$ cat src/rtl/lkvc_pkg.sv
// Shared types and constants for the LRU key-value cache.
// No dependencies; imported by every module of the block.
package lkvc_pkg;

  localparam int ENTRIES = 16;
  localparam int IDX_W   = (ENTRIES > 1) ? $clog2(ENTRIES) : 1;
  localparam int CNT_W   = $clog2(ENTRIES + 1);
  localparam int CAP_W   = 5;
  localparam int DATA_W  = 32;
  localparam int CMP_W   = (CNT_W > CAP_W) ? CNT_W : CAP_W;
  localparam logic [CAP_W-1:0] CAP_RESET = CAP_W'(16);

  typedef enum logic {
    CMD_GET = 1'b0,
    CMD_PUT = 1'b1
  } cmd_t;

  // classified operation passed from front to back
  typedef struct packed {
    cmd_t              cmd;
    logic [DATA_W-1:0] key;
    logic [DATA_W-1:0] value;
    logic              hit;
    logic [IDX_W-1:0]  idx;
  } op_t;

  // command queue status
  typedef struct packed {
    logic empty;
    logic full;
  } qstat_t;

  typedef struct packed {
    logic              hit;
    logic [DATA_W-1:0] value;
  } result_t;

  typedef logic [ENTRIES-1:0][DATA_W-1:0] key_vec_t;
  typedef logic [ENTRIES-1:0]             valid_vec_t;

endpackage

$ cat src/rtl/lkvc_front.sv
// Front end: takes input transactions and classifies them against the tag store.
// Depends on lkvc_pkg; feeds lkvc_cmdq, reads keys and valid bits from lkvc_back.
module lkvc_front import lkvc_pkg::*; (
  input  logic                     clk,
  input  logic                     rst_n,
  input  logic                     in_push,
  output logic                     in_full,
  input  logic [0:0]               in_command,
  input  logic signed [DATA_W-1:0] in_lookup_key,
  input  logic signed [DATA_W-1:0] in_store_value,
  input  key_vec_t                 entry_keys,
  input  valid_vec_t               entry_valid,
  input  qstat_t                   q_stat,
  output logic                     q_push,
  output op_t                      q_op
);

  logic              hold_r, hold_nxt;
  cmd_t              cmd_r;
  logic [DATA_W-1:0] key_r;
  logic [DATA_W-1:0] value_r;
  logic              accept;
  logic              classify;
  valid_vec_t        match;
  logic [IDX_W-1:0]  match_idx;

  // classify only once every earlier update has been written back
  assign classify = hold_r && q_stat.empty;
  assign in_full  = hold_r && !classify;
  assign accept   = in_push && !in_full;
  assign hold_nxt = accept || (hold_r && !classify);

  // compare against every entry; keys held are unique, so OR the indices
  always_comb begin
    match_idx = '0;
    for (int i = 0; i < ENTRIES; i++) begin
      match[i] = entry_valid[i] && (entry_keys[i] == key_r);
      if (match[i]) begin
        match_idx = match_idx | IDX_W'(i);
      end
    end
  end

  assign q_push    = classify;
  assign q_op.cmd  = cmd_r;
  assign q_op.key  = key_r;
  assign q_op.value = value_r;
  assign q_op.hit  = |match;
  assign q_op.idx  = match_idx;

  // hold the accepted transaction
  always_ff @(posedge clk) begin
    if (!rst_n) begin
      hold_r <= 1'b0;
    end else begin
      hold_r <= hold_nxt;
    end
    if (accept) begin
      cmd_r   <= cmd_t'(in_command);
      key_r   <= in_lookup_key;
      value_r <= in_store_value;
    end
  end

endmodule

$ cat src/rtl/lkvc_cmdq.sv
// Two-entry command queue between the front end and the back end.
// Depends on lkvc_pkg for the op_t and qstat_t types.
module lkvc_cmdq import lkvc_pkg::*; (
  input  logic   clk,
  input  logic   rst_n,
  input  logic   push,
  input  op_t    push_op,
  input  logic   pop,
  output op_t    head_op,
  output qstat_t stat
);

  op_t        slot_r [2];
  logic       wr_ptr_r, rd_ptr_r;
  logic [1:0] cnt_r, cnt_nxt;
  logic       do_push, do_pop;

  assign stat.empty = (cnt_r == 2'd0);
  assign stat.full  = (cnt_r == 2'd2);
  assign do_push    = push && !stat.full;
  assign do_pop     = pop && !stat.empty;
  assign head_op    = slot_r[rd_ptr_r];

  always_comb begin
    cnt_nxt = cnt_r;
    if (do_push && !do_pop) begin
      cnt_nxt = cnt_r + 2'd1;
    end else if (do_pop && !do_push) begin
      cnt_nxt = cnt_r - 2'd1;
    end
  end

  // advance pointers and store the pushed transaction
  always_ff @(posedge clk) begin
    if (!rst_n) begin
      wr_ptr_r <= 1'b0;
      rd_ptr_r <= 1'b0;
      cnt_r    <= 2'd0;
    end else begin
      cnt_r <= cnt_nxt;
      if (do_push) begin
        wr_ptr_r <= !wr_ptr_r;
      end
      if (do_pop) begin
        rd_ptr_r <= !rd_ptr_r;
      end
    end
    if (do_push) begin
      slot_r[wr_ptr_r] <= push_op;
    end
  end

endmodule

$ cat src/rtl/lkvc_back.sv
// Back end: entry store, recency ranks, capacity register and result buffer.
// Depends on lkvc_pkg; pops classified operations from lkvc_cmdq.
module lkvc_back import lkvc_pkg::*; (
  input  logic                     clk,
  input  logic                     rst_n,
  input  qstat_t                   q_stat,
  input  op_t                      q_op,
  output logic                     q_pop,
  input  logic                     cfg_valid,
  output logic                     cfg_ready,
  input  logic [CAP_W-1:0]         cfg_data,
  output logic                     out_empty,
  input  logic                     out_pop,
  output logic                     out_hit,
  output logic signed [DATA_W-1:0] out_read_value,
  output key_vec_t                 entry_keys,
  output valid_vec_t               entry_valid
);

  logic [DATA_W-1:0] keys_r   [ENTRIES];
  logic [DATA_W-1:0] values_r [ENTRIES];
  logic [IDX_W-1:0]  rank_r   [ENTRIES];
  logic [IDX_W-1:0]  rank_nxt [ENTRIES];
  valid_vec_t        valid_r, valid_nxt;
  logic [CNT_W-1:0]  count_r, count_nxt;
  logic [CAP_W-1:0]  cap_r;

  logic [CMP_W-1:0]  cap_eff;
  logic              evict;
  valid_vec_t        old_oh;
  valid_vec_t        valid_after;
  logic [IDX_W-1:0]  free_slot;
  logic [IDX_W-1:0]  touch_rank;
  logic [IDX_W-1:0]  oldest_rank;
  logic              exec;
  logic              wr_en;
  logic              key_wr;
  logic [IDX_W-1:0]  wr_slot;

  result_t           obuf_r [2];
  logic              ob_wr_ptr_r, ob_rd_ptr_r;
  logic [1:0]        ob_cnt_r, ob_cnt_nxt;
  logic              ob_full;
  logic              ob_push, ob_pop;
  result_t           ob_in;

  assign cfg_ready = 1'b1;

  for (genvar g = 0; g < ENTRIES; g++) begin : g_keys
    assign entry_keys[g] = keys_r[g];
  end
  assign entry_valid = valid_r;

  // execute when the head is ready and a get has room for its result
  assign ob_full = (ob_cnt_r == 2'd2);
  assign exec    = !q_stat.empty && ((q_op.cmd == CMD_PUT) || !ob_full);
  assign q_pop   = exec;

  // clamp capacity to one .. ENTRIES
  always_comb begin
    cap_eff = CMP_W'(cap_r);
    if (cap_r == '0) begin
      cap_eff = CMP_W'(1);
    end else if (CMP_W'(cap_r) > CMP_W'(ENTRIES)) begin
      cap_eff = CMP_W'(ENTRIES);
    end
  end

  // ranks form a permutation of 0 .. count-1, so the oldest holds count-1
  assign evict       = CMP_W'(count_r) >= cap_eff;
  assign oldest_rank = IDX_W'(count_r - 1'b1);
  always_comb begin
    for (int i = 0; i < ENTRIES; i++) begin
      old_oh[i] = valid_r[i] && (rank_r[i] == oldest_rank);
    end
    valid_after = valid_r & ~(evict ? old_oh : '0);
  end

  // lowest free slot after any eviction
  always_comb begin
    free_slot = '0;
    for (int i = ENTRIES - 1; i >= 0; i--) begin
      if (!valid_after[i]) begin
        free_slot = IDX_W'(i);
      end
    end
  end

  assign touch_rank = rank_r[q_op.idx];

  // next state of ranks, valid bits and occupancy
  always_comb begin
    valid_nxt = valid_r;
    count_nxt = count_r;
    rank_nxt  = rank_r;
    wr_en     = 1'b0;
    key_wr    = 1'b0;
    wr_slot   = q_op.idx;
    if (exec) begin
      if (q_op.hit) begin
        for (int i = 0; i < ENTRIES; i++) begin
          if (valid_r[i] && (IDX_W'(i) != q_op.idx) && (rank_r[i] < touch_rank)) begin
            rank_nxt[i] = rank_r[i] + 1'b1;
          end
        end
        rank_nxt[q_op.idx] = '0;
        wr_en = (q_op.cmd == CMD_PUT);
      end else if (q_op.cmd == CMD_PUT) begin
        for (int i = 0; i < ENTRIES; i++) begin
          if (valid_after[i]) begin
            rank_nxt[i] = rank_r[i] + 1'b1;
          end
        end
        wr_slot            = free_slot;
        wr_en              = 1'b1;
        key_wr             = 1'b1;
        valid_nxt          = valid_after;
        valid_nxt[free_slot] = 1'b1;
        rank_nxt[free_slot]  = '0;
        count_nxt          = evict ? count_r : count_r + 1'b1;
      end
    end
  end

  // hold the store; write back on execute
  always_ff @(posedge clk) begin
    if (!rst_n) begin
      valid_r <= '0;
      count_r <= '0;
      cap_r   <= CAP_RESET;
    end else begin
      valid_r <= valid_nxt;
      count_r <= count_nxt;
      if (cfg_valid && cfg_ready) begin
        cap_r <= cfg_data;
      end
    end
    rank_r <= rank_nxt;
    if (wr_en) begin
      values_r[wr_slot] <= q_op.value;
    end
    if (key_wr) begin
      keys_r[wr_slot] <= q_op.key;
    end
  end

  // result buffer: two entries part the back end from the consumer
  assign ob_push      = exec && (q_op.cmd == CMD_GET);
  assign ob_pop       = out_pop && !out_empty;
  assign ob_in.hit    = q_op.hit;
  assign ob_in.value  = q_op.hit ? values_r[q_op.idx] : '0;
  assign out_empty    = (ob_cnt_r == 2'd0);
  assign out_hit      = obuf_r[ob_rd_ptr_r].hit;
  assign out_read_value = obuf_r[ob_rd_ptr_r].value;

  always_comb begin
    ob_cnt_nxt = ob_cnt_r;
    if (ob_push && !ob_pop) begin
      ob_cnt_nxt = ob_cnt_r + 2'd1;
    end else if (ob_pop && !ob_push) begin
      ob_cnt_nxt = ob_cnt_r - 2'd1;
    end
  end

  always_ff @(posedge clk) begin
    if (!rst_n) begin
      ob_wr_ptr_r <= 1'b0;
      ob_rd_ptr_r <= 1'b0;
      ob_cnt_r    <= 2'd0;
    end else begin
      ob_cnt_r <= ob_cnt_nxt;
      if (ob_push) begin
        ob_wr_ptr_r <= !ob_wr_ptr_r;
      end
      if (ob_pop) begin
        ob_rd_ptr_r <= !ob_rd_ptr_r;
      end
    end
    if (ob_push) begin
      obuf_r[ob_wr_ptr_r] <= ob_in;
    end
  end

  // occupancy tracks the valid bits
  a_count_valid: assert property (@(posedge clk) disable iff (!rst_n)
    $countones(valid_r) == int'(count_r))
    else $error("occupancy count disagrees with valid bits");

  // an eviction always finds exactly one oldest entry
  a_oldest_one: assert property (@(posedge clk) disable iff (!rst_n)
    (exec && (q_op.cmd == CMD_PUT) && !q_op.hit && evict) |-> $onehot(old_oh))
    else $error("eviction without a unique oldest entry");

  // a get result never lands in a full buffer
  a_ob_room: assert property (@(posedge clk) disable iff (!rst_n)
    ob_push |-> !ob_full)
    else $error("result pushed into full buffer");

  // occupancy does not grow at or above capacity
  a_cap_hold: assert property (@(posedge clk) disable iff (!rst_n)
    (exec && evict) |=> (count_r == $past(count_r)))
    else $error("occupancy grew while at capacity");

endmodule

$ cat src/rtl/lru_key_value_cache_unit.sv
// Top level of the LRU key-value cache: front end, command queue, back end.
// Depends on lkvc_pkg, lkvc_front, lkvc_cmdq and lkvc_back.
//
// Fully associative key-value cache of ENTRIES (16) entries with LRU replacement.
// A transaction is taken into the front register and classified against all keys
// once the previous update has been written back, then passes through the command
// queue to the back end, which updates ranks, values and valid bits and, for a get,
// queues a result. The front register takes a new transaction as soon as the one it
// holds is classified, so classification and write-back over the entry store take
// turns. A get result is held back while the result side stalls. Puts give no
// result. The capacity register (reset 16, zero read as one, above 16 read as 16)
// may be written only while idle. No clearing pass is needed after reset.
module lru_key_value_cache_unit import lkvc_pkg::*; (
  input  logic                     clk,
  input  logic                     rst_n,
  input  logic                     in_push,
  output logic                     in_full,
  input  logic [0:0]               in_command,
  input  logic signed [DATA_W-1:0] in_lookup_key,
  input  logic signed [DATA_W-1:0] in_store_value,
  output logic                     out_empty,
  input  logic                     out_pop,
  output logic                     out_hit,
  output logic signed [DATA_W-1:0] out_read_value,
  input  logic                     cfg_valid,
  output logic                     cfg_ready,
  input  logic [CAP_W-1:0]         cfg_data
);

  key_vec_t   entry_keys;
  valid_vec_t entry_valid;
  qstat_t     q_stat;
  logic       q_push, q_pop;
  op_t        q_in_op, q_head_op;

  lkvc_front u_front (
    .clk            (clk),
    .rst_n          (rst_n),
    .in_push        (in_push),
    .in_full        (in_full),
    .in_command     (in_command),
    .in_lookup_key  (in_lookup_key),
    .in_store_value (in_store_value),
    .entry_keys     (entry_keys),
    .entry_valid    (entry_valid),
    .q_stat         (q_stat),
    .q_push         (q_push),
    .q_op           (q_in_op)
  );

  lkvc_cmdq u_cmdq (
    .clk     (clk),
    .rst_n   (rst_n),
    .push    (q_push),
    .push_op (q_in_op),
    .pop     (q_pop),
    .head_op (q_head_op),
    .stat    (q_stat)
  );

  lkvc_back u_back (
    .clk            (clk),
    .rst_n          (rst_n),
    .q_stat         (q_stat),
    .q_op           (q_head_op),
    .q_pop          (q_pop),
    .cfg_valid      (cfg_valid),
    .cfg_ready      (cfg_ready),
    .cfg_data       (cfg_data),
    .out_empty      (out_empty),
    .out_pop        (out_pop),
    .out_hit        (out_hit),
    .out_read_value (out_read_value),
    .entry_keys     (entry_keys),
    .entry_valid    (entry_valid)
  );

endmodule

$ cat config.mk
export PLATFORM = sky130hd
export DESIGN_NAME = lru_key_value_cache_unit
export DESIGN_NICKNAME = d
export VERILOG_FILES = /design/src/rtl/lkvc_pkg.sv /design/src/rtl/lkvc_front.sv /design/src/rtl/lkvc_cmdq.sv /design/src/rtl/lkvc_back.sv /design/src/rtl/lru_key_value_cache_unit.sv
export SDC_FILE = /design/constraint.sdc
export NUM_CORES = 2
export LEC_CHECK = 0
export ABC_AREA = 1
export BUFFER_PORTS_ARGS = -buffer_cell sky130_fd_sc_hd__buf_4
export CAP_MARGIN = 10
export CELL_PAD_IN_SITES_DETAIL_PLACEMENT = 0
export CELL_PAD_IN_SITES_GLOBAL_PLACEMENT = 1
export CORE_MARGIN = 8
export CORE_UTILIZATION = 32
export CTS_CLUSTER_DIAMETER = 100
export DETAILED_ROUTE_END_ITERATION = 8
export PLACE_DENSITY_LB_ADDON = 0.25
export REMOVE_ABC_BUFFERS = 1
export SETUP_SLACK_MARGIN = 0.1
export SLEW_MARGIN = 15
export SYNTH_ARGS = -nofsm -noshare
export SYNTH_HDL_FRONTEND = slang
export SYNTH_HIERARCHICAL = 1
export SYNTH_SLANG_ARGS = --single-unit
$ cat constraint.sdc
create_clock -name clk -period 5.1 [get_ports clk]
set_input_delay 1.275 -clock clk [delete_from_list [all_inputs] [get_ports clk]]
set_output_delay 1.275 -clock clk [all_outputs]
set_load 0.005 [all_outputs]
# Word level (Yosys, flattened, before mapping)
# Memory sizes are Yosys's and may differ from the RTL's. A register that Yosys moved wholly into a read port is not among the register bits.
# Cells that the tools add are included.
# op_classes
add_sub_neg	22
multipliers	0
n_div	0
order_cmp	24
n_eq_ne	49
shift	0
n_mux	182
n_bitwise	12
n_reduce_logical	106
# op_table
cell	n
4-bit 2-to-1 mux	143
32-bit == test	16
64-bit AND	2
64-bit 2-to-1 mux	2
64-bit NOT	2
1-bit logical AND	79
4-bit by 1-bit adder with 4-bit output, second input constant	16
4-bit == test	16
4-bit less-than comparator	16
4-bit demux with 4-bit select	2
32-bit 2-to-1 mux	1
4-bit != test, first input constant	8
1-bit 2-to-1 mux	19
16-bit AND	1
4-bit binary-select mux with 4-bit select	1
16-bit 2-to-1 mux	1
3-bit by 4-bit != test with 1-bit output, first input constant	4
16-bit NOT	1
16-bit bitwise OR	1
16-bit OR reduction	1
1-bit zero test	14
2-bit 2-to-1 mux	6
3-bit 2-to-1 mux	4
5-bit >= comparator, second input constant	2
other kinds (24)	37
# totals
regBits	164
latch_bits	0
ram_bits	1230
rom_bits	0
inputBits	75
output_inout_bits	36
word_cells	428
n_memories	4
# mem_list
memory	words	width	rd	rd_clocked_by_memory_dff	write_ports	line	rtl
u_back.keys_r	16	32	16	0	1	lkvc_back.sv:20	logic [DATA_W-1:0] keys_r [ENTRIES];
u_back.values_r	16	32	1	0	1	lkvc_back.sv:21	logic [DATA_W-1:0] values_r [ENTRIES];
u_cmdq.slot_r	2	70	1	1	1	lkvc_cmdq.sv:13	op_t slot_r [2];
u_back.obuf_r	2	33	1	1	1	lkvc_back.sv:40	result_t obuf_r [2];

# Depth between registers and ports, before layout
# depth
ltp_word	32
mapped_depth	33
depth_no_buf	32

# Cells and area by module
# Netlist, hierarchy kept.
# by_module_without_submodules
mod	instances	cells_each	area_each_um2	seq_area_each_um2
lkvc_back	1	3093	46116.7	35273.8
lkvc_front	1	1812	10022.1	1971.9
lkvc_cmdq	1	256	5651.7	4304.1

# Worst setup path after synthesis
# Ideal clock, no wire load.
# synth_timing
path_kind	register to register
from	register with a tool-made name
to	register u_back/rank_r[0] (netlist bit), enable pin
setup_time_ns	0.507
arrival_time_ns	4.554
slack_ns	0.039
stages_incl_launch_ff	9
period_less_slack_ns	5.061
cell_sequence	dfxtp_1 buf_6 buf_12 mux2_4 clkbuf_1 inv_1 clkbuf_1 clkbuf_1 a21oi_1
# synth_lines
element	line	rtl
end signal: assignment	lkvc_back.sv:138	rank_r <= rank_nxt;
end: declaration	lkvc_back.sv:22	logic [IDX_W-1:0] rank_r [ENTRIES];

# Worst setup path in the final report
# layout_timing
from	register u_back.count_r[1]
to	memory u_back.values_r[2][1], enable pin
# layout_between
elab_chain_len	25
# layout_rtl
element	line	rtl
start: declaration	lkvc_back.sv:25	logic [CNT_W-1:0] count_r, count_nxt;
start signal: assignment	lkvc_back.sv:133	count_r <= count_nxt;
4-bit by 1-bit subtractor with 4-bit output	lkvc_back.sv:71	assign oldest_rank = IDX_W'(count_r - 1'b1);
4-bit == test	lkvc_back.sv:74	old_oh[i] = valid_r[i] && (rank_r[i] == oldest_rank);
1-bit logical AND	lkvc_back.sv:74	
16-bit 2-to-1 mux *	lkvc_back.sv:76	valid_after = valid_r & ~(evict ? old_oh : '0);
16-bit NOT *	lkvc_back.sv:76	
16-bit AND *	lkvc_back.sv:76	
4-bit 2-to-1 mux (15 in a row)	lkvc_back.sv:83	if (!valid_after[i]) begin
4-bit 2-to-1 mux *	lkvc_back.sv:83	
4-bit 2-to-1 mux *	lkvc_back.sv:108	end else if (q_op.cmd == CMD_PUT) begin
4-bit 2-to-1 mux *	lkvc_back.sv:100	if (q_op.hit) begin
4-bit 2-to-1 mux *	lkvc_back.sv:99	if (exec) begin
end: declaration	lkvc_back.sv:21	
# Mark *: on every way between the ends. The rest lies on a longest branch, timed or not.

==> flow_metrics.env <==
export IMPL_cts_resized=0
export IMPL_clk_latency_ns=0.83
export IMPL_worstSetupPathType="reg2reg"
export IMPL_dieWidth_um=455
export IMPL_numCtsBuffers=158
export IMPL_cts_sinks=1396
export IMPL_cpPeakStageDelay_ns=0.73
export IMPL_slew_headroom_pct=21.3
export IMPL_routedWlPerCell_um=26.1
export IMPL_cp_start_kind="register"
export IMPL_min_path_type="reg2reg"
export IMPL_initial_core_util_pct=32.2
export IMPL_dieArea_sq_mm=0.207
export IMPL_crit_required_ns=5.54
export IMPL_nets=5492
export IMPL_grt_pass1_vias=39600
export IMPL_boundaryPins=111
export IMPL_most_common_layout_cells="edfxtp_1, nand2_1, nor2_1"
export IMPL_detail_route_iter0_violations=3808
export IMPL_hold_violations=0
export IMPL_post_cts_buffers=0
export IMPL_core_area_sq_mm=0.192
export IMPL_rsz0062_at_grt="no"
export IMPL_cpMostUsedCell="nand2_1"
export IMPL_antenna_found_initial=12
export IMPL_htree_num_levels=4
export IMPL_finalCritPeriodShare_pct=92.1
export IMPL_crit_slowest_cell="ha_1"
export IMPL_dr_total_vias=40900
export IMPL_grt_overflow=0
export IMPL_layout_commonest_cell="edfxtp_1"
export IMPL_fmax_ghz=0.213
export IMPL_cp_arrival_ns=5.14
export IMPL_ant_nets=0
export IMPL_grt_pass1_wl_um=297000
export IMPL_synth_area_sq_mm=0.0618
export IMPL_crit_family="simple AND/OR/NAND/NOR gates"
export IMPL_yosysWarnings=6
export IMPL_ir_worst_vdd_mv=0.270
export IMPL_fin_crit_ns=4.70
export IMPL_root_buffer="clkbuf_16"
export IMPL_crit_path_end_kind="register"
export IMPL_avgSynthCellArea_sq_um=12.0
export IMPL_portBuffers=109
export IMPL_route_detailed_drc=0
export IMPL_rows=161
export IMPL_num_fill_cells=18700
export IMPL_vias_per_cell=5.12
export IMPL_final_cells=8001
export IMPL_die_h_um=455
export IMPL_finClkSkew_ns=0.0718
export IMPL_first_pass_iters=6
export IMPL_placed_cells=7710
export IMPL_dpl_cell_area_sq_mm=0.0660
export IMPL_slew_viol_final=0
export IMPL_syn_to_final_growth_pct=15.1
export IMPL_dpl_hpwl_um=127000
export IMPL_cts_max_path_buffers=3
export IMPL_cts_tree="yes"
export IMPL_gp_congestion=0.863
export IMPL_grt_max_degree=129
export IMPL_worst_pin_slew_ns=1.18
export IMPL_syn_inst=5160
export IMPL_status="finished, final reports clean"
export IMPL_postCtsHoldBufs=0
export IMPL_setup_viol=0
export IMPL_drv_cap=0
export IMPL_cp_max_fo=32
export IMPL_p_per_area_mw_per_mm2=514
export IMPL_clk_pin_slew_worst_paths_ns=0.06
export IMPL_drt_wl_total_um=209000
export IMPL_gr_usage_all_layers_pct=19.4
export IMPL_p_total_mw=36.6
export IMPL_critical_path_buf_inv_count=4
export IMPL_design_area_sq_mm=0.0711
export IMPL_power_leakage_nw=25.0
export IMPL_tns_ns=0
export IMPL_drive_above_1_share_pct=13.0
==> flip-flops by register name (all words and copies together) (netlist names), named ones only <==
name	cells
u_front/hold_r	1
u_back/cap_r	5
u_cmdq/wr_ptr_r	1
u_back/ob_wr_ptr_r	1
u_back/obuf_r	66
u_back/values_r	512
u_back/ob_cnt_r	2
u_back/rank_r	64
u_back/entry_valid	16
u_cmdq/rd_ptr_r	1
u_front/cmd_r	1
u_front/value_r	32
u_front/key_r	32
u_cmdq/slot_r	140
u_back/count_r	5
u_back/ob_rd_ptr_r	1
u_back/keys_r	512
u_cmdq/cnt_r	2
==> cell type report <==
class	instances	area (sq um)	area share, %
Antenna cell	5	12.5	0.0176
Clock buffer	203	4160	5.86
Clock inverter	83	947	1.33
Inverter	396	1500	2.11
Multi-Input combinational cell	3158	17800	25.1
Sequential cell	1396	41600	58.5
Tap cell	2526	3160	4.45
Timing Repair Buffer	234	1920	2.70
==> per-stage QoR <==
stage	hold slack (ns)	util [%]	setup WS [ns]
5_1_grt	0.460	37.0	0.102
4_1_cts	0.447	37.0	0.357
6_report	0.448	37.0	0.402
3_5_place_dp	0.431	34.3	0.353
2_1_floorplan	0.421	-	-6.93
3_3_place_gp	0.428	34.3	0.482
==> per-layer routing <==
| layer | up-vias | global-route usage [%] | part of all wire, % |
|---|---|---|---|
| met5 | - | 0 | 0 |
| met4 | 0 | 5.76 | 2.9 |
| met2 | 1298 | 32.4 | 48 |
| met3 | 284 | 2.67 | 5.5 |
| met1 | 20700 | 26.4 | 44 |
| li1 | 18700 | - | - |
==> power by group <==
group	switching, mW	internal [mW]
logic	6.99	2.93
clock network	4.88	6.36
registers	0.819	14.6
==> path summary, 6_finish.rpt <==
check                           start               endpoint  slack, ns  cells after the start
setup / recovery    u_back/count_r[1]  u_back/values_r[2][1]       0.40                     27
hold / removal    u_front/value_r[22]   u_cmdq/slot_r[0][27]       0.45                      0
hold reg to reg   u_front/value_r[22]   u_cmdq/slot_r[0][27]       0.45                      0
setup reg to reg    u_back/count_r[1]  u_back/values_r[2][1]       0.40                     27
No activity file was read; power rests on OpenSTA's default activity.
